File: config.mk
export PLATFORM = sky130hd
export DESIGN_NAME = ac_status_frame_decoder
export DESIGN_NICKNAME = d
export VERILOG_FILES = /design/src/rtl/acsfd_pkg.sv /design/src/rtl/ac_status_frame_decoder.sv
export SDC_FILE = /design/constraint.sdc
export NUM_CORES = 1
export LEC_CHECK = 0
export BUFFER_PORTS_ARGS = -buffer_cell sky130_fd_sc_hd__buf_2
export CORE_AREA = 2 2 92 161
export CTS_CLUSTER_DIAMETER = 200
export DETAILED_ROUTE_END_ITERATION = 10
export DIE_AREA = 0 0 94 163
export PLACE_DENSITY = 0.89
export SLEW_MARGIN = 10
export SYNTH_ARGS = -nofsm -noshare
export SYNTH_HDL_FRONTEND = slang
export SYNTH_SLANG_ARGS = --single-unit
File: constraint.sdc
create_clock -name aclk -period 6.1 [get_ports aclk]
set_input_delay 0.915 -clock aclk [delete_from_list [all_inputs] [get_ports aclk]]
set_output_delay 0.915 -clock aclk [all_outputs]
set_load 0.005 [all_outputs]
File: src/rtl/acsfd_pkg.sv
// Shared constants, types and decode functions for the status frame decoder.
package acsfd_pkg;

    localparam int MAX_BODY_DEFAULT = 1024;

    localparam int DATA_W      = 8;
    localparam int CFG_ADDR_W  = 2;
    localparam int FRAME_LEN_W = 11;
    localparam int M_TDATA_W   = 40;

    // register indexes
    localparam logic [CFG_ADDR_W-1:0] REG_TEMP_LOW  = CFG_ADDR_W'(0);
    localparam logic [CFG_ADDR_W-1:0] REG_TEMP_HIGH = CFG_ADDR_W'(1);

    localparam logic [7:0] SYNC_A     = 8'hF4;
    localparam logic [7:0] SYNC_B     = 8'hF5;
    localparam logic [7:0] TAIL_B     = 8'hFB;
    localparam logic [7:0] CMD_ACK    = 8'd101;
    localparam logic [7:0] CMD_STATUS = 8'd102;
    localparam logic [7:0] FAN_LOW    = 8'd12;
    localparam logic [7:0] FAN_MED    = 8'd14;
    localparam logic [7:0] FAN_HIGH   = 8'd16;

    localparam int MIN_DECODE_LEN = 20;
    localparam int MIN_TEMP_LEN   = 21;
    localparam int MIN_SWING_LEN  = 36;

    // byte positions inside a frame, start pair at 0 and 1
    localparam int POS_CMD      = 13;
    localparam int POS_FAN      = 16;
    localparam int POS_MODE     = 18;
    localparam int POS_SETPOINT = 19;
    localparam int POS_ROOM     = 20;
    localparam int POS_SWING    = 35;

    localparam logic [7:0] TEMP_LOW_RESET  = 8'd8;
    localparam logic [7:0] TEMP_HIGH_RESET = 8'd45;
    localparam logic [7:0] SETPOINT_RESET  = 8'd24;

    localparam logic [1:0] KIND_ACK    = 2'd0;
    localparam logic [1:0] KIND_STATUS = 2'd1;
    localparam logic [1:0] KIND_OTHER  = 2'd2;

    localparam logic [2:0] MODE_OFF  = 3'd0;
    localparam logic [2:0] MODE_FAN  = 3'd1;
    localparam logic [2:0] MODE_HEAT = 3'd2;
    localparam logic [2:0] MODE_COOL = 3'd3;
    localparam logic [2:0] MODE_DRY  = 3'd4;
    localparam logic [2:0] MODE_AUTO = 3'd5;

    localparam logic [1:0] FANSPD_AUTO = 2'd0;
    localparam logic [1:0] FANSPD_LOW  = 2'd1;
    localparam logic [1:0] FANSPD_MED  = 2'd2;
    localparam logic [1:0] FANSPD_HIGH = 2'd3;

    localparam logic [7:0] POWER_MASK = 8'b0000_1000;
    localparam logic [7:0] SWING_MASK = 8'b1100_0000;

    typedef struct packed {
        logic       swing_on;
        logic [7:0] room_temp;
        logic [7:0] target_temp;
        logic [1:0] fan_speed;
        logic [2:0] op_mode;
        logic       power_on;
        logic [FRAME_LEN_W-1:0] frame_length;
        logic [1:0] frame_kind;
    } result_t;

    function automatic logic [2:0] mode_from_nibble(input logic [3:0] nib);
        logic [2:0] m;
        unique case (nib)
            4'd1:    m = MODE_FAN;
            4'd3:    m = MODE_HEAT;
            4'd5:    m = MODE_COOL;
            4'd7:    m = MODE_DRY;
            default: m = MODE_AUTO;
        endcase
        return m;
    endfunction

    function automatic logic [1:0] fan_from_code(input logic [7:0] code);
        logic [1:0] f;
        unique case (code)
            FAN_LOW:  f = FANSPD_LOW;
            FAN_MED:  f = FANSPD_MED;
            FAN_HIGH: f = FANSPD_HIGH;
            default:  f = FANSPD_AUTO;
        endcase
        return f;
    endfunction

endpackage

File: src/rtl/ac_status_frame_decoder.sv
// Status frame decoder: byte hunt, frame capture, decode and two-entry result buffer.
// A result enters the result buffer when its tail byte is accepted.
// Throughput: one byte per cycle while s_tready is high; the per-byte compare, capture and decode sit
// between the kept-state registers and a two-entry result buffer.
// s_tready drops only while both result entries are full.
// Reset (aresetn low, synchronous): hunting, count and kept values to defaults,
// thresholds to 8 and 45, result buffer empty. Capture bytes are not reset.
module ac_status_frame_decoder
    import acsfd_pkg::*;
#(
    parameter int MAX_BODY = MAX_BODY_DEFAULT
) (
    input  logic                  aclk,
    input  logic                  aresetn,
    input  logic                  s_tvalid,
    output logic                  s_tready,
    input  logic [DATA_W-1:0]     s_tdata,   // [7:0] rx_byte
    output logic                  m_tvalid,
    input  logic                  m_tready,
    output logic [M_TDATA_W-1:0]  m_tdata,   // [10:0] frame_length, [11] power_on,
                                             // [14:12] op_mode, [16:15] fan_speed,
                                             // [24:17] target_temp, [32:25] room_temp,
                                             // [33] swing_on, rest zero
    output logic [1:0]            m_tuser,   // [1:0] frame_kind
    input  logic                  cfg_we,
    input  logic [CFG_ADDR_W-1:0] cfg_addr,
    input  logic [7:0]            cfg_wdata
);

    localparam int CNT_W = $clog2(MAX_BODY + 4);
    localparam logic [CNT_W-1:0] CNT_START = CNT_W'(2);
    localparam logic [CNT_W-1:0] CNT_LIMIT = CNT_W'(MAX_BODY + 2);
    localparam logic [CNT_W-1:0] CNT_TAIL_MIN = CNT_W'(4);

    logic [7:0] temp_low_reg, temp_high_reg;

    logic             in_frame_reg, in_frame_next;
    logic [7:0]       prev_reg, prev_next;
    logic [CNT_W-1:0] cnt_reg, cnt_next;

    logic [7:0] cmd_cap_reg, fan_cap_reg, mode_cap_reg;
    logic [7:0] setp_cap_reg, room_cap_reg, swing_cap_reg;

    logic       power_reg, power_next;
    logic [2:0] mode_reg, mode_next;
    logic [1:0] fan_reg, fan_next;
    logic [7:0] setp_reg, setp_next;
    logic [7:0] room_reg, room_next;
    logic       swing_reg, swing_next;

    logic    out_valid_reg, skid_valid_reg;
    result_t out_reg, skid_reg;

    logic       accept, pop, push;
    logic [7:0] b;
    logic [CNT_W-1:0] cnt_inc;
    logic       frame_end;
    logic [7:0] cmd_eff, fan_eff, mode_eff, setp_eff, room_eff, swing_eff;
    logic [1:0] kind;
    result_t    res_new;

    assign accept   = s_tvalid && s_tready;
    assign s_tready = !skid_valid_reg;
    assign pop      = out_valid_reg && m_tready;
    assign b        = s_tdata;
    assign cnt_inc  = cnt_reg + CNT_W'(1);

    assign frame_end = in_frame_reg && (cnt_inc >= CNT_TAIL_MIN)
                       && (prev_reg == SYNC_A) && (b == TAIL_B);
    assign push = accept && frame_end;

    // the tail byte itself may land on a capture position
    assign cmd_eff   = (cnt_reg == CNT_W'(POS_CMD))      ? b : cmd_cap_reg;
    assign fan_eff   = (cnt_reg == CNT_W'(POS_FAN))      ? b : fan_cap_reg;
    assign mode_eff  = (cnt_reg == CNT_W'(POS_MODE))     ? b : mode_cap_reg;
    assign setp_eff  = (cnt_reg == CNT_W'(POS_SETPOINT)) ? b : setp_cap_reg;
    assign room_eff  = (cnt_reg == CNT_W'(POS_ROOM))     ? b : room_cap_reg;
    assign swing_eff = (cnt_reg == CNT_W'(POS_SWING))    ? b : swing_cap_reg;

    always_comb begin
        power_next = power_reg;
        mode_next  = mode_reg;
        fan_next   = fan_reg;
        setp_next  = setp_reg;
        room_next  = room_reg;
        swing_next = swing_reg;
        priority if (cnt_inc < CNT_W'(MIN_DECODE_LEN)) begin
            kind = KIND_OTHER;
        end else if (cmd_eff == CMD_ACK) begin
            kind = KIND_ACK;
        end else if (cmd_eff != CMD_STATUS) begin
            kind = KIND_OTHER;
        end else begin
            kind       = KIND_STATUS;
            power_next = |(mode_eff & POWER_MASK);
            mode_next  = power_next ? mode_from_nibble(mode_eff[7:4]) : MODE_OFF;
            fan_next   = fan_from_code(fan_eff);
            if (cnt_inc >= CNT_W'(MIN_TEMP_LEN)) begin
                if (setp_eff >= temp_low_reg && setp_eff <= temp_high_reg) begin
                    setp_next = setp_eff;
                end
                if (room_eff >= temp_low_reg && room_eff <= temp_high_reg) begin
                    room_next = room_eff;
                end
            end
            if (cnt_inc >= CNT_W'(MIN_SWING_LEN)) begin
                swing_next = |(swing_eff & SWING_MASK);
            end
        end
    end

    always_comb begin
        res_new.frame_kind   = kind;
        res_new.frame_length = FRAME_LEN_W'(cnt_inc);
        res_new.power_on     = power_next;
        res_new.op_mode      = mode_next;
        res_new.fan_speed    = fan_next;
        res_new.target_temp  = setp_next;
        res_new.room_temp    = room_next;
        res_new.swing_on     = swing_next;
    end

    always_comb begin
        in_frame_next = in_frame_reg;
        prev_next     = prev_reg;
        cnt_next      = cnt_reg;
        if (!in_frame_reg) begin
            if (prev_reg == SYNC_A && b == SYNC_B) begin
                in_frame_next = 1'b1;
                cnt_next      = CNT_START;
            end
            prev_next = b;
        end else if (frame_end || cnt_inc > CNT_LIMIT) begin
            // end of frame, or overlong body dropped
            in_frame_next = 1'b0;
            prev_next     = '0;
            cnt_next      = '0;
        end else begin
            cnt_next  = cnt_inc;
            prev_next = b;
        end
    end

    always_ff @(posedge aclk) begin
        if (!aresetn) begin
            temp_low_reg   <= TEMP_LOW_RESET;
            temp_high_reg  <= TEMP_HIGH_RESET;
            in_frame_reg   <= 1'b0;
            prev_reg       <= '0;
            cnt_reg        <= '0;
            power_reg      <= 1'b0;
            mode_reg       <= MODE_OFF;
            fan_reg        <= FANSPD_AUTO;
            setp_reg       <= SETPOINT_RESET;
            room_reg       <= '0;
            swing_reg      <= 1'b0;
            out_valid_reg  <= 1'b0;
            skid_valid_reg <= 1'b0;
        end else begin
            if (cfg_we) begin
                unique case (cfg_addr)
                    REG_TEMP_LOW:  temp_low_reg  <= cfg_wdata;
                    REG_TEMP_HIGH: temp_high_reg <= cfg_wdata;
                    default: ;
                endcase
            end
            if (accept) begin
                in_frame_reg <= in_frame_next;
                prev_reg     <= prev_next;
                cnt_reg      <= cnt_next;
            end
            if (push) begin
                power_reg <= power_next;
                mode_reg  <= mode_next;
                fan_reg   <= fan_next;
                setp_reg  <= setp_next;
                room_reg  <= room_next;
                swing_reg <= swing_next;
            end
            if (pop || !out_valid_reg) begin
                out_valid_reg  <= skid_valid_reg || push;
                skid_valid_reg <= skid_valid_reg && push;
            end else if (push) begin
                skid_valid_reg <= 1'b1;
            end
        end
    end

    // capture bytes and result payload: no reset needed
    always_ff @(posedge aclk) begin
        if (accept && in_frame_reg) begin
            if (cnt_reg == CNT_W'(POS_CMD))      cmd_cap_reg   <= b;
            if (cnt_reg == CNT_W'(POS_FAN))      fan_cap_reg   <= b;
            if (cnt_reg == CNT_W'(POS_MODE))     mode_cap_reg  <= b;
            if (cnt_reg == CNT_W'(POS_SETPOINT)) setp_cap_reg  <= b;
            if (cnt_reg == CNT_W'(POS_ROOM))     room_cap_reg  <= b;
            if (cnt_reg == CNT_W'(POS_SWING))    swing_cap_reg <= b;
        end
        if (pop || !out_valid_reg) begin
            out_reg <= skid_valid_reg ? skid_reg : res_new;
            if (skid_valid_reg && push) skid_reg <= res_new;
        end else if (push) begin
            skid_reg <= res_new;
        end
    end

    assign m_tvalid = out_valid_reg;
    assign m_tuser  = out_reg.frame_kind;
    assign m_tdata  = M_TDATA_W'({out_reg.swing_on, out_reg.room_temp,
                                  out_reg.target_temp, out_reg.fan_speed,
                                  out_reg.op_mode, out_reg.power_on,
                                  out_reg.frame_length});

    a_skid_behind_out: assert property (@(posedge aclk) disable iff (!aresetn)
        skid_valid_reg |-> out_valid_reg)
        else $error("skid entry held while output entry empty");

    a_count_in_frame: assert property (@(posedge aclk) disable iff (!aresetn)
        in_frame_reg |-> (cnt_reg >= CNT_START && cnt_reg <= CNT_LIMIT))
        else $error("byte count out of range inside a frame");

    a_count_hunting: assert property (@(posedge aclk) disable iff (!aresetn)
        !in_frame_reg |-> cnt_reg == '0)
        else $error("byte count not cleared while hunting");

    a_status_length: assert property (@(posedge aclk) disable iff (!aresetn)
        (m_tvalid && m_tuser == KIND_STATUS)
            |-> m_tdata[FRAME_LEN_W-1:0] >= FRAME_LEN_W'(MIN_DECODE_LEN))
        else $error("status item shorter than decode minimum");

endmodule

== After elaboration in Yosys (flattened, before gate mapping) ==
Cells that the tools add are included.

* Register bits after elaboration: 181
* Output and inout bits: 44
* Word-level logic and storage cells: 142

* Add/sub/neg operators: 1
* $lt $le $gt $ge: 9
* Equality and inequality tests: 20
* Mux-type cells: 49
* Reductions and logical operators: 26

{| class="wikitable"
|+ Operators by type and width
! operator !! count
|-
| 36-bit 2-to-1 mux || 4
|-
| 8-bit 2-to-1 mux || 18
|-
| 11-bit by 5-bit equality test with 1-bit output, second input constant || 4
|-
| 11-bit 2-to-1 mux || 3
|-
| 8-bit equality test, second input constant || 3
|-
| 8-bit by 4-bit equality test with 1-bit output, second input constant || 2
|-
| 8-bit >= comparator || 2
|-
| 8-bit less-or-equal comparator || 2
|-
| 1-bit 2-to-1 mux || 12
|-
| 2-bit 2-to-1 mux || 6
|-
| 3-bit 2-to-1 mux || 4
|-
| 3-bit case mux with 4 select lines || 1
|-
| 2-bit AND reduction || 6
|-
| 11-bit by 1-bit adder with 11-bit output, second input constant || 1
|-
| 11-bit by 4-bit equality test with 1-bit output, second input constant || 1
|-
| 11-bit by 6-bit equality test with 1-bit output, second input constant || 1
|-
| 11-bit by 3-bit >= comparator with 1-bit output, second input constant || 1
|-
| 11-bit by 5-bit >= comparator with 1-bit output, second input constant || 1
|-
| 11-bit by 6-bit >= comparator with 1-bit output, second input constant || 1
|-
| 11-bit greater-than comparator, second input constant || 1
|-
| 1-bit logical AND || 11
|-
| 11-bit by 5-bit less-than comparator with 1-bit output, second input constant || 1
|-
| 4-bit by 3-bit equality test with 1-bit output, second input constant || 2
|-
| 8-bit by 5-bit equality test with 1-bit output, second input constant || 1
|-
| 12 further kinds || 16
|}

== Logic depth before layout (Yosys ltp) ==
Gate-level depths: netlist of the first run.

* Depth in word-level cells: 11
* Gate-level depth with buffers: 15
* Mapped depth without buffers: 12

== Least setup slack after synthesis of the first run ==
Ideal clock, no wire load.

* Path kind: in2reg
* From: input port s_tdata[5]
* To: register skid_reg[0] in the netlist's numbering (enable)
* Arrival: 3.535 ns
* Required time: 5.671 ns
* Slack: 2.136 ns
* Cell stages on the path: 6
* Path buffers: 1
* Cell sequence: buf_4 -> nand2_1 -> nor4_1 -> nand2_1 -> a211o_1 -> nor2_1

* Word-level cells in the longest chain between the ends: 6
* Elaborated cells on any way between the ends: 7
* Those cells by class: eq/ne (2); reduce/logical (5)

{| class="wikitable"
|+ Ends and longest elaborated chain
! element !! RTL line !! RTL
|-
| from (decl) || ac_status_frame_decoder.sv:17 || <nowiki>input logic [DATA_W-1:0] s_tdata,</nowiki>
|-
| 8-bit equality test * || ac_status_frame_decoder.sv:69 || <nowiki>&& (prev_reg == SYNC_A) && (b == TAIL_B);</nowiki>
|-
| 1-bit logical AND * || ac_status_frame_decoder.sv:69 ||
|-
| 1-bit logical AND * || ac_status_frame_decoder.sv:70 || <nowiki>assign push = accept && frame_end;</nowiki>
|-
| 1-bit logical AND || ac_status_frame_decoder.sv:201 || <nowiki>if (skid_valid_reg && push) skid_reg <= res_new;</nowiki>
|-
| 2-bit by 1-bit inequality test with 1-bit output (no source line) || n/a ||
|-
| 2-bit AND reduction (no source line) * || n/a ||
|-
| to (signal assigned) || ac_status_frame_decoder.sv:201 ||
|-
| to (signal assigned) || ac_status_frame_decoder.sv:203 || <nowiki>skid_reg <= res_new;</nowiki>
|-
| to (decl) || ac_status_frame_decoder.sv:52 || <nowiki>result_t out_reg, skid_reg;</nowiki>
|}

Mark *: on every way between the ends. The rest lies on a longest branch, timed or not.
A chain may end at the register's enable or synchronous reset.

== Worst setup path in the final report of the first run ==
* From: register cnt_reg[0]
* To: register out_reg, in the netlist m_tdata[24] (data pin)

* Word-level cells in the longest chain between the ends: 10
* Elaborated cells on any way between the ends: 18
* Those cells by class: add/sub (1); order compare (4); eq/ne (4); mux (8); reduce/logical (1)

{| class="wikitable"
|+ Ends and longest elaborated chain
! element !! RTL line !! RTL
|-
| from (decl) || ac_status_frame_decoder.sv:39 || <nowiki>logic [CNT_W-1:0] cnt_reg, cnt_next;</nowiki>
|-
| from (signal assigned) || ac_status_frame_decoder.sv:170 || <nowiki>cnt_reg <= cnt_next;</nowiki>
|-
| 11-bit by 5-bit equality test with 1-bit output * || ac_status_frame_decoder.sv:76 || <nowiki>assign setp_eff = (cnt_reg == CNT_W'(POS_SETPOINT)) ? b : setp_cap_reg;</nowiki>
|-
| 8-bit 2-to-1 mux * || n/a ||
|-
| named net setp_eff[5] || ac_status_frame_decoder.sv:58 || <nowiki>logic [7:0] cmd_eff, fan_eff, mode_eff, setp_eff, room_eff, swing_eff;</nowiki>
|-
| 8-bit >= comparator or 8-bit less-or-equal comparator (tied branches) || ac_status_frame_decoder.sv:99 || <nowiki>if (setp_eff >= temp_low_reg && setp_eff <= temp_high_reg) begin</nowiki>
|-
| 1-bit logical AND * || ac_status_frame_decoder.sv:99 ||
|-
| 8-bit 2-to-1 mux * || ac_status_frame_decoder.sv:99 ||
|-
| 8-bit 2-to-1 mux * || ac_status_frame_decoder.sv:98 || <nowiki>if (cnt_inc >= CNT_W'(MIN_TEMP_LEN)) begin</nowiki>
|-
| 8-bit 2-to-1 mux * || ac_status_frame_decoder.sv:91 || <nowiki>end else if (cmd_eff != CMD_STATUS) begin</nowiki>
|-
| 8-bit 2-to-1 mux * || ac_status_frame_decoder.sv:89 || <nowiki>end else if (cmd_eff == CMD_ACK) begin</nowiki>
|-
| 8-bit 2-to-1 mux * || ac_status_frame_decoder.sv:87 || <nowiki>priority if (cnt_inc < CNT_W'(MIN_DECODE_LEN)) begin</nowiki>
|-
| 36-bit 2-to-1 mux * || ac_status_frame_decoder.sv:200 || <nowiki>out_reg <= skid_valid_reg ? skid_reg : res_new;</nowiki>
|-
| to (signal assigned) || ac_status_frame_decoder.sv:200 ||
|-
| to (decl) || ac_status_frame_decoder.sv:52 ||
|}

The timed path passes the listed nets; every way through them passes the cells marked *.

==> results of run 1 <==
layout make-up:
| type | instances | area, um2 |
|---|---|---|
| clock inverters | 15 | 176.4 |
| fillers | 993 | 4293 |
| flip-flops and latches | 172 | 4554 |
| clock buffers | 17 | 425.4 |
| inverters | 29 | 108.9 |
| well taps | 180 | 225.2 |
| multi-input cells | 556 | 4038 |
| repair buffers | 64 | 330.3 |
per-layer routing:
| layer | routed length [um] | vias to the layer above | share of wire [%] |
|---|---|---|---|
| met5 | 0 | - | 0 |
| met4 | 1635 | 0 | 7.7 |
| met3 | 926 | 90 | 4.4 |
| met2 | 11250 | 292 | 53 |
| met1 | 7365 | 3132 | 35 |
| li1 | - | 3028 | - |
power by group:
| group | internal [W] | switching [W] | total (W) |
|---|---|---|---|
| Combinational | 0.0000226 | 0.0000456 | 0.0000683 |
| Sequential | 0.00123 | 0.00000336 | 0.00123 |
| Clock | 0.000586 | 0.000499 | 0.00108 |
| Total | 0.00184 | 0.000548 | 0.00239 |
metrics by stage:
step | power (W) | setup WS (ps) | hold slack (ps) | utilization (%)
floorplan | 0.001304 | 2136 | 426.7 | -
global placement | 0.001322 | 2125 | 437.5 | 65.41
detailed placement | 0.001325 | 2090 | 445.7 | 65.41
CTS | 0.002394 | 2000 | 456.6 | 69.66
global route | 0.002441 | 1635 | 495.4 | 69.66
finish | 0.002386 | 1917 | 459.2 | 69.66
worst register-to-register path, stage by stage (launching register included):
cell	delay (ps)
dfxtp_1	580
ha_1	590
nand4_2	390
mux2_2	490
ha_1	360
a2111oi_0	410
nand2_1	90
o22a_1	240
o211a_1	310
a21oi_1	330
o31ai_1	110
logic make-up after synthesis:
kind of cell               share of synthesized area (%)
AOI/OAI and AO/OA                                  11.58
xor gates and xnor gates                           1.479
adders and majority gates                          5.023
buffers and inverters                              4.507
DFF                                                50.79
muxes                                              11.93
other                                            0.04182
and+or+nand+nor                                    14.65
placed cells by master (no fill, tap or decap), drive strengths merged, types with 7 or more instances in the layout:
cell,Yosys,layout
a21oi,47,47
a22oi,7,7
a311o,8,8
and2,11,11
and3,7,7
buf,27,64
clkbuf,27,17
dfxtp,61,61
edfxtp,111,111
ha,36,36
inv,29,36
mux2,68,68
mux2i,30,30
nand2,88,88
nand3,15,15
nand3b,9,9
nand4,14,14
nor2,52,52
nor2b,10,10
nor3,16,16
o211a,10,10
o211ai,9,9
o21ai,28,28
o31ai,8,8
xnor2,7,7
path summary, 6_finish.rpt:
kind	startpoint	to	slack, ps
worst max register to register	cnt_reg[0]	m_tdata[24]	1920
worst max-delay path	cnt_reg[0]	m_tdata[24]	1920
worst min register to register	prev_reg[2]	prev_reg[2]	460
worst min-delay path	prev_reg[2]	prev_reg[2]	460
cell usage after synthesis, types with 10 or more instances:
library cell	number
nand2_1	85
mux2_2	67
clkbuf_1	27
nand4_1	12
and2_1	11
o21ai_0	23
inv_1	28
mux2i_1	30
dfxtp_1	61
buf_4	11
edfxtp_1	111
nor3_1	16
nand3_1	15
nor2b_1	10
ha_1	36
o211a_1	10
nor2_1	50
a21oi_1	47
buf_2	11
==> out/qor.yml, run 1 <==
drt:
  drt-initial-drc-count: 564
  antenna_left: 0
  vias: 6542
  via_per_inst: 6.333
  dr.pass1.iters: 5
  finalWirelength_um: 21180
  drc_errors: 0
  wl_per_cell_um: 20.50
worst_setup_path:
  start_kind: "flop"
  cp_num_buf_inv: 0
  cp_data_required_time_ps: 6250
  path_class: "reg2reg"
  end_kind: "flop"
  critPathMaxStageDelay_ps: 590
  path_cells: "ha_1, nand4_2, mux2_2, ha_1, a2111oi_0, nand2_1, o22a_1, o211a_1, a21oi_1, o31ai_1"
  worstSetupPathDepth: 10
  critPathTopFamily: "compound AO/OA/AOI/OAI gates"
  reg2reg_depth: 10
  cp_common_cell: "ha_1"
  worstPathMaxFanout: 16
  cpMaxStageDelayCell: "ha_1"
  arrival_ps: 4330
timing:
  fmax_mhz: 239.1
  timing.final.hold_violations: 0
  rsz0062_at_grt: "false"
  min_period_over_period_pct: 68.57
  fin_skew_ps: 15.94
  relSlewSlack_pct: 25.77
  setup_viol: 0
  slew_violations: 0
  tns_ps: 0
  worst_slew_pin_slew_ps: 1111
  fin_crit_ps: 4183
clock_tree:
  cts_root_buffer: "clkbuf_16"
  numClockSinks: 172
  clk_pin_slew_ps: 70
  cts_tree: "done"
  clk_path_buf_depth: 2
  h-tree-depth: 4
  insertion_delay_ps: 430
  numCtsBuffers: 17
  cts_setup_buffers: 0
  cts-resized-gates: 0
  ctsHoldBuffers: 0
global_route:
  grt-ovfl-total: 0
  met3_usage_pct: 3.609
  antenna_found_initial: 0
  grtUsageMet2_pct: 50.03
  grt_pass1_vias: 6417
  grt_pass1_wl_um: 32880
  gr-usage-all-layers_pct: 28.26
  grt_max_degree: 40
  use_met1_pct: 29.88
  grt-busiest-layer: "met2"
worst_hold_path:
  min_path_cells: 2
  hp-class: "reg2reg"
placed_design:
  io_buffers: 60
  hpwl_um: 14430
  gp_congestion: 0.9518
  place_area_um2: 9256
  dp_cells: 1001
synthesis:
  ys.warnings.count: 0
  synth_largest_area_cell: "edfxtp_1"
  synth_top_area_share_pct: 37.17
  synth_ff_type: "edfxtp_1"
  syn_avg_cell_area_um2: 11.13
  syn_area_um2: 8967
  ys_ff_latch: 172
  yosysUniqueCellTypes: 74
  async_flop_share_pct: 0
  yosysSeqAreaShare_pct: 50.79
  synthCells: 806
  synthTopCellsByArea: "edfxtp_1 (37%), dfxtp_1 (14%), mux2_2 (8.4%)"
  synth_edf_count: 111
run:
  maxCapViolations: 0
floorplan:
  io_pins: 67
  start_util_pct: 63.37
  core_area_um2: 14150
  die_w_um: 94
  fp.dieH_um: 163
  dieArea_um2: 15320
  rows: 58
outcome:
  status: "finished, final reports clean"
final_layout:
  syn2layout_area_growth_pct: 9.934
  antenna_cells: 0
  largest_reg_flops: 36
  layoutNonFillerInstCount: 1033
  nets: 899
  final_area_um2: 9858
  final_layout_size_suffix_gt1_share_pct: 21.69
power:
  ir_drop_uv: 230.4
  power_density_nw_per_um2: 242.0
  p_leak_nw: 4.011
No activity file was read; power rests on OpenSTA's default activity.
==> run 2, diff against run 1 <==
CORE_AREA = 2 2 100 174   (was 2 2 92 161)
DIE_AREA = 0 0 102 176   (was 0 0 94 163)
PLACE_DENSITY = 0.81   (was 0.89)
clock period = 3.5 ns   (was 6.1 ns; I/O delays follow)
==> out/qor.yml, run 2 (synthesis gave the netlist of run 1 again) <==
outcome:
  status: "finished, final reports clean"
global_route:
  grt_max_degree: 40
  antenna_found_initial: 0
  grt_pass1_vias: 6660
  grt_pass1_wl_um: 34830
  grt-ovfl-total: 0
  gr-usage-all-layers_pct: 25.52
drt:
  vias: 6878
  wl_per_cell_um: 19.77
  via_per_inst: 6.017
  dr.pass1.iters: 6
  finalWirelength_um: 22600
  antenna_left: 0
  drt-initial-drc-count: 584
  drc_errors: 0
worst_setup_path:
  cpMaxStageDelayCell: "a2111oi_2"
  path_cells: "nor3_4, and2_4, nand4_2, buf_6, mux2_2, buf_4, ha_1, a21o_1, a2111oi_2, o21ai_2, o211ai_4, nor2_8, a311o_1"
  arrival_ps: 3630
  path_class: "reg2reg"
  critPathMaxStageDelay_ps: 420
  r2r_slack_ps: 50
  end_kind: "flop"
  worstPathMaxFanout: 16
  cp_data_required_time_ps: 3680
  start_kind: "flop"
power:
  ir_drop_uv: 290.9
  power_density_nw_per_um2: 405.4
  p_leak_nw: 4.395
  total_power_w: 0.004318
clock_tree:
  cts_root_buffer: "clkbuf_16"
  clk_path_buf_depth: 2
  h-tree-depth: 4
  insertion_delay_ps: 430
  numCtsBuffers: 17
  numClockSinks: 172
  cts_tree: "done"
  clk_pin_slew_ps: 70
run:
  maxCapViolations: 0
final_layout:
  layout_common_cells: "edfxtp_1 (111), nand2_1 (85), mux2_2 (66), buf_4 (66)"
  multi_input_area_um2: 4208
  antenna_cells: 0
  final_area_um2: 10650
  syn2layout_area_growth_pct: 18.79
  register_area_um2: 4556
  mostFrequentLayoutCell: "edfxtp_1"
  final_layout_size_suffix_gt1_share_pct: 30.03
  layoutNonFillerInstCount: 1143
  num-fill-cells: 1270
  nets: 965
  largest_reg_flops: 36
floorplan:
  io_pins: 67
  rows: 62
  core_area_um2: 16450
  fp.dieH_um: 176
  dieArea_um2: 17950
  die_w_um: 102
  start_util_pct: 54.53
timing:
  worst_slew_pin_slew_ps: 1169
  fin_skew_ps: 10.21
  fmax_mhz: 290.2
  hold_slack_ps: 329.2
  timing.final.hold_violations: 0
  slew_violations: 0
  fin_crit_ps: 3446
  min_period_over_period_pct: 98.46
  setup_viol: 0
  relSlewSlack_pct: 21.96
placed_design:
  dp_cells: 1109
  place_area_um2: 9817
  hpwl_um: 15340
  gp_congestion: 0.9383
  io_buffers: 60
worst_hold_path:
  hp-class: "in2reg"
[run 2: changes by cell type in the layout (fill, tap and decap cells not counted), sizes merged]
| cell | before | now |
|---|---|---|
| inv | 36 | 34 |
| clkinvlp | 1 | 0 |
| buf | 64 | 129 |
| clkinv | 6 | 7 |
| nor2 | 52 | 53 |
| bufinv | 1 | 3 |
[run 2: critical path: cells and delay by family (launching register included)]
family | cells | cell delay, ps
DFF | 1 | 340
AOI/OAI and AO/OA | 5 | 1290
adders and majority gates | 1 | 290
buffers and inverters | 2 | 320
and+or+nand+nor | 4 | 660
muxes | 1 | 290
[run 2: power by group]
| group | switching [W] | internal (W) |
|---|---|---|
| Sequential | 0.00000519 | 0.00214 |
| Clock | 0.000877 | 0.00116 |
| Combinational | 0.0000840 | 0.0000449 |
[run 2: layout make-up]
cell class                 count  share of cell area, %
tap                          224                  2.631
inverter                      29                  1.022
sequential                   172                  42.76
clock buffer                  17                  3.993
clock inverter                15                  2.138
multi-input combinational    557                  39.50
timing repair buffer         129                  7.952
[run 2: what timing repair did]
action	4_1_cts	5_1_grt
resized for setup	8	26
hold buffers	0	0
endpoints found under the setup margin	24	75
setup buffers	0	1
pin swaps	0	9
gates cloned	0	1
[run 2: stage by stage]
step / setup WS [ps] / util (%) / TNS, ps
after floorplan: 3.113 / - / 0
after global placement: -26.34 / 59.69 / -29.19
after detailed placement: -108.2 / 59.69 / -1170
after CTS: 6.202 / 63.88 / 0
after global routing: -71.59 / 64.77 / -436.7
final: 54.01 / 64.77 / 0
[run 2: routing by layer]
metal  track usage [%]  vias up  part of all wire (%)
met5                 0        -                     0
met4             15.61        0                   6.3
met3             3.721       89                   4.0
met2             45.83      258                    54
met1             27.45     3363                    35
li1                  -     3168                     -
[run 2: final timing paths]
check | from | end | cells after the start
max | cnt_reg[6] | m_tdata[31] | 13
min | cfg_wdata[2] | temp_low_reg[2] | 3
max reg2reg | cnt_reg[6] | m_tdata[31] | 13
min reg2reg | prev_reg[1] | prev_reg[1] | 2
==> run 3, diff against run 2 <==
CORE_AREA = 2 2 168 104   (was 2 2 100 174)
DIE_AREA = 0 0 170 106   (was 0 0 102 176)
PLACE_DENSITY = default   (was 0.81)
PLACE_DENSITY_LB_ADDON = 0.05   (was default)
==> out/qor.yml, run 3 (synthesis gave the netlist of run 1 again) <==
worst_setup_path:
  cpMaxStageDelayCell: "mux2_4"
  arrival_ps: 3590
  worstSetupPathDepth: 14
  critPathTopFamily: "simple AND/OR/NAND/NOR gates"
  critPathMaxStageDelay_ps: 380
  start_kind: "flop"
  cp_num_buf_inv: 2
  reg2reg_depth: 14
  cp_common_cell: "buf_4"
  path_cells: "nor3_2, buf_4, and2_4, nand4_4, mux2_4, buf_4, ha_1, o21a_1, nor2_1, a21oi_1, and3_4, o211ai_4, nor2_8, mux2_2"
  end_kind: "flop"
  cp_data_required_time_ps: 3690
  path_class: "reg2reg"
  worstPathMaxFanout: 8
floorplan:
  fp.dieH_um: 106
  core_area_um2: 16670
  dieArea_um2: 18020
  die_w_um: 170
  rows: 37
  io_pins: 67
  start_util_pct: 53.81
global_route:
  grt_pass1_vias: 6263
  gr-usage-all-layers_pct: 26.41
  grt_max_degree: 38
  grt_pass1_wl_um: 35770
  grt-ovfl-total: 0
  antenna_found_initial: 0
timing:
  slew_violations: 0
  setup_viol: 0
  fmax_mhz: 294.8
  fin_skew_ps: 17.71
  relSlewSlack_pct: 31.88
  min_period_over_period_pct: 96.93
  fin_crit_ps: 3393
  timing.final.hold_violations: 0
  worst_slack_ps: 107.4
  worst_slew_pin_slew_ps: 1017
  tns_ps: 0
placed_design:
  pre_cts_ws_ps: -125.5
  hpwl_um: 16280
  io_buffers: 60
  gp_congestion: 0.9132
worst_hold_path:
  hp-class: "in2reg"
  min_path_cells: 3
drt:
  drc_errors: 0
  dr.pass1.iters: 5
  vias: 6718
  finalWirelength_um: 23230
  via_per_inst: 5.888
  antenna_left: 0
  wl_per_cell_um: 20.36
  drt-initial-drc-count: 660
final_layout:
  final_layout_size_suffix_gt1_share_pct: 30.10
  antenna_cells: 0
  syn2layout_area_growth_pct: 19.17
  largest_reg_flops: 36
  nets: 973
  mostFrequentLayoutCell: "edfxtp_1"
  layout_common_cells: "edfxtp_1 (111), nand2_1 (85), buf_4 (74)"
  num-fill-cells: 1321
clock_tree:
  clk_path_buf_depth: 2
  numCtsBuffers: 17
  insertion_delay_ps: 440
  h-tree-depth: 4
  numClockSinks: 172
  cts_tree: "done"
  clk_pin_slew_ps: 70
  cts_root_buffer: "clkbuf_16"
outcome:
  status: "finished, final reports clean"
power:
  ir_drop_uv: 336.6
  p_leak_nw: 4.393
  power_density_nw_per_um2: 403.5
run:
  maxCapViolations: 0
run 3: cell count changes in the layout (fill, tap and decap cells not counted), moves of 2 or more:
cell and delta:
a21oi_2 +2, buf_4 +8, nor3_1 +5, clkinv_8 -2
mux2_4 +2, mux2i_1 -2, o31ai_2 -2, a21oi_1 -2
nor3_2 -4, mux2_2 -2
run 3: worst register-to-register path: stages, from the launching register on:
cell and delay, ps:
dfxtp_1 320, nor3_2 170, buf_4 140, and2_4 160
nand4_4 210, mux2_4 380, buf_4 180, ha_1 290
o21a_1 110, nor2_1 40, a21oi_1 140, and3_4 250
o211ai_4 160, nor2_8 250, mux2_2 370
run 3: worst paths after layout:
kind	start	to	slack [ps]
worst max-delay path	cnt_reg[7]	skid_reg[31]	110
worst max register to register	cnt_reg[7]	skid_reg[31]	110
worst min-delay path	cfg_wdata[0]	temp_high_reg[0]	330
worst min register to register	prev_reg[6]	prev_reg[6]	460
run 3: area by class of cell:
| cell class | instances | area, um2 | area share (%) |
|---|---|---|---|
| Sequential cell | 172 | 4554 | 42.62 |
| Clock buffer | 18 | 429.2 | 4.016 |
| Clock inverter | 14 | 202.7 | 1.897 |
| Timing Repair Buffer | 136 | 887.1 | 8.301 |
| Tap cell | 214 | 267.8 | 2.506 |
| Inverter | 29 | 108.9 | 1.019 |
| Multi-Input combinational cell | 558 | 4237 | 39.64 |
run 3: per-stage QoR:
step / util, % / total power (W) / cells / hold slack [ps] / instance area [um2]
4_1_cts: 63.03 / 0.004342 / 1136 / 307.5 / 10510
6_report: 64.12 / 0.004312 / 1141 / 328.2 / 10690
2_1_floorplan: - / 0.002273 / 811 / 426.7 / 8989
5_1_grt: 64.12 / 0.004450 / 1141 / 321.8 / 10690
3_5_place_dp: 58.93 / 0.002320 / 1103 / 445.1 / 9822
3_3_place_gp: 58.93 / 0.002316 / 1103 / 435.6 / 9822
run 3: timing repair:
item / CTS / global route
hold buffers: 0 / 0
gates resized for setup: 9 / 26
endpoints found under the setup margin: 29 / 33
buffers inserted: 0 / 4
cloned: 1 / 1
hold endpoints to repair: 0 / 0
pin swaps: 2 / 4
run 3: report_power, final:
group / leakage (nW) / switching, W / total (W) / internal (W)
Sequential: 1.60 / 0.00000566 / 0.00215 / 0.00214
Clock: 0.304 / 0.000875 / 0.00203 / 0.00115
Combinational: 2.49 / 0.0000879 / 0.000134 / 0.0000464
Total: 4.39 / 0.000968 / 0.00431 / 0.00334
run 3: metal layers:
metal  up-vias  track usage [%]  wire length [um]
met5         -                0                 0
met4         0            6.654               228
met3        20            5.882              1772
met2       242            34.87              9123
met1      3261            42.88             12100
li1       3195                -                 -
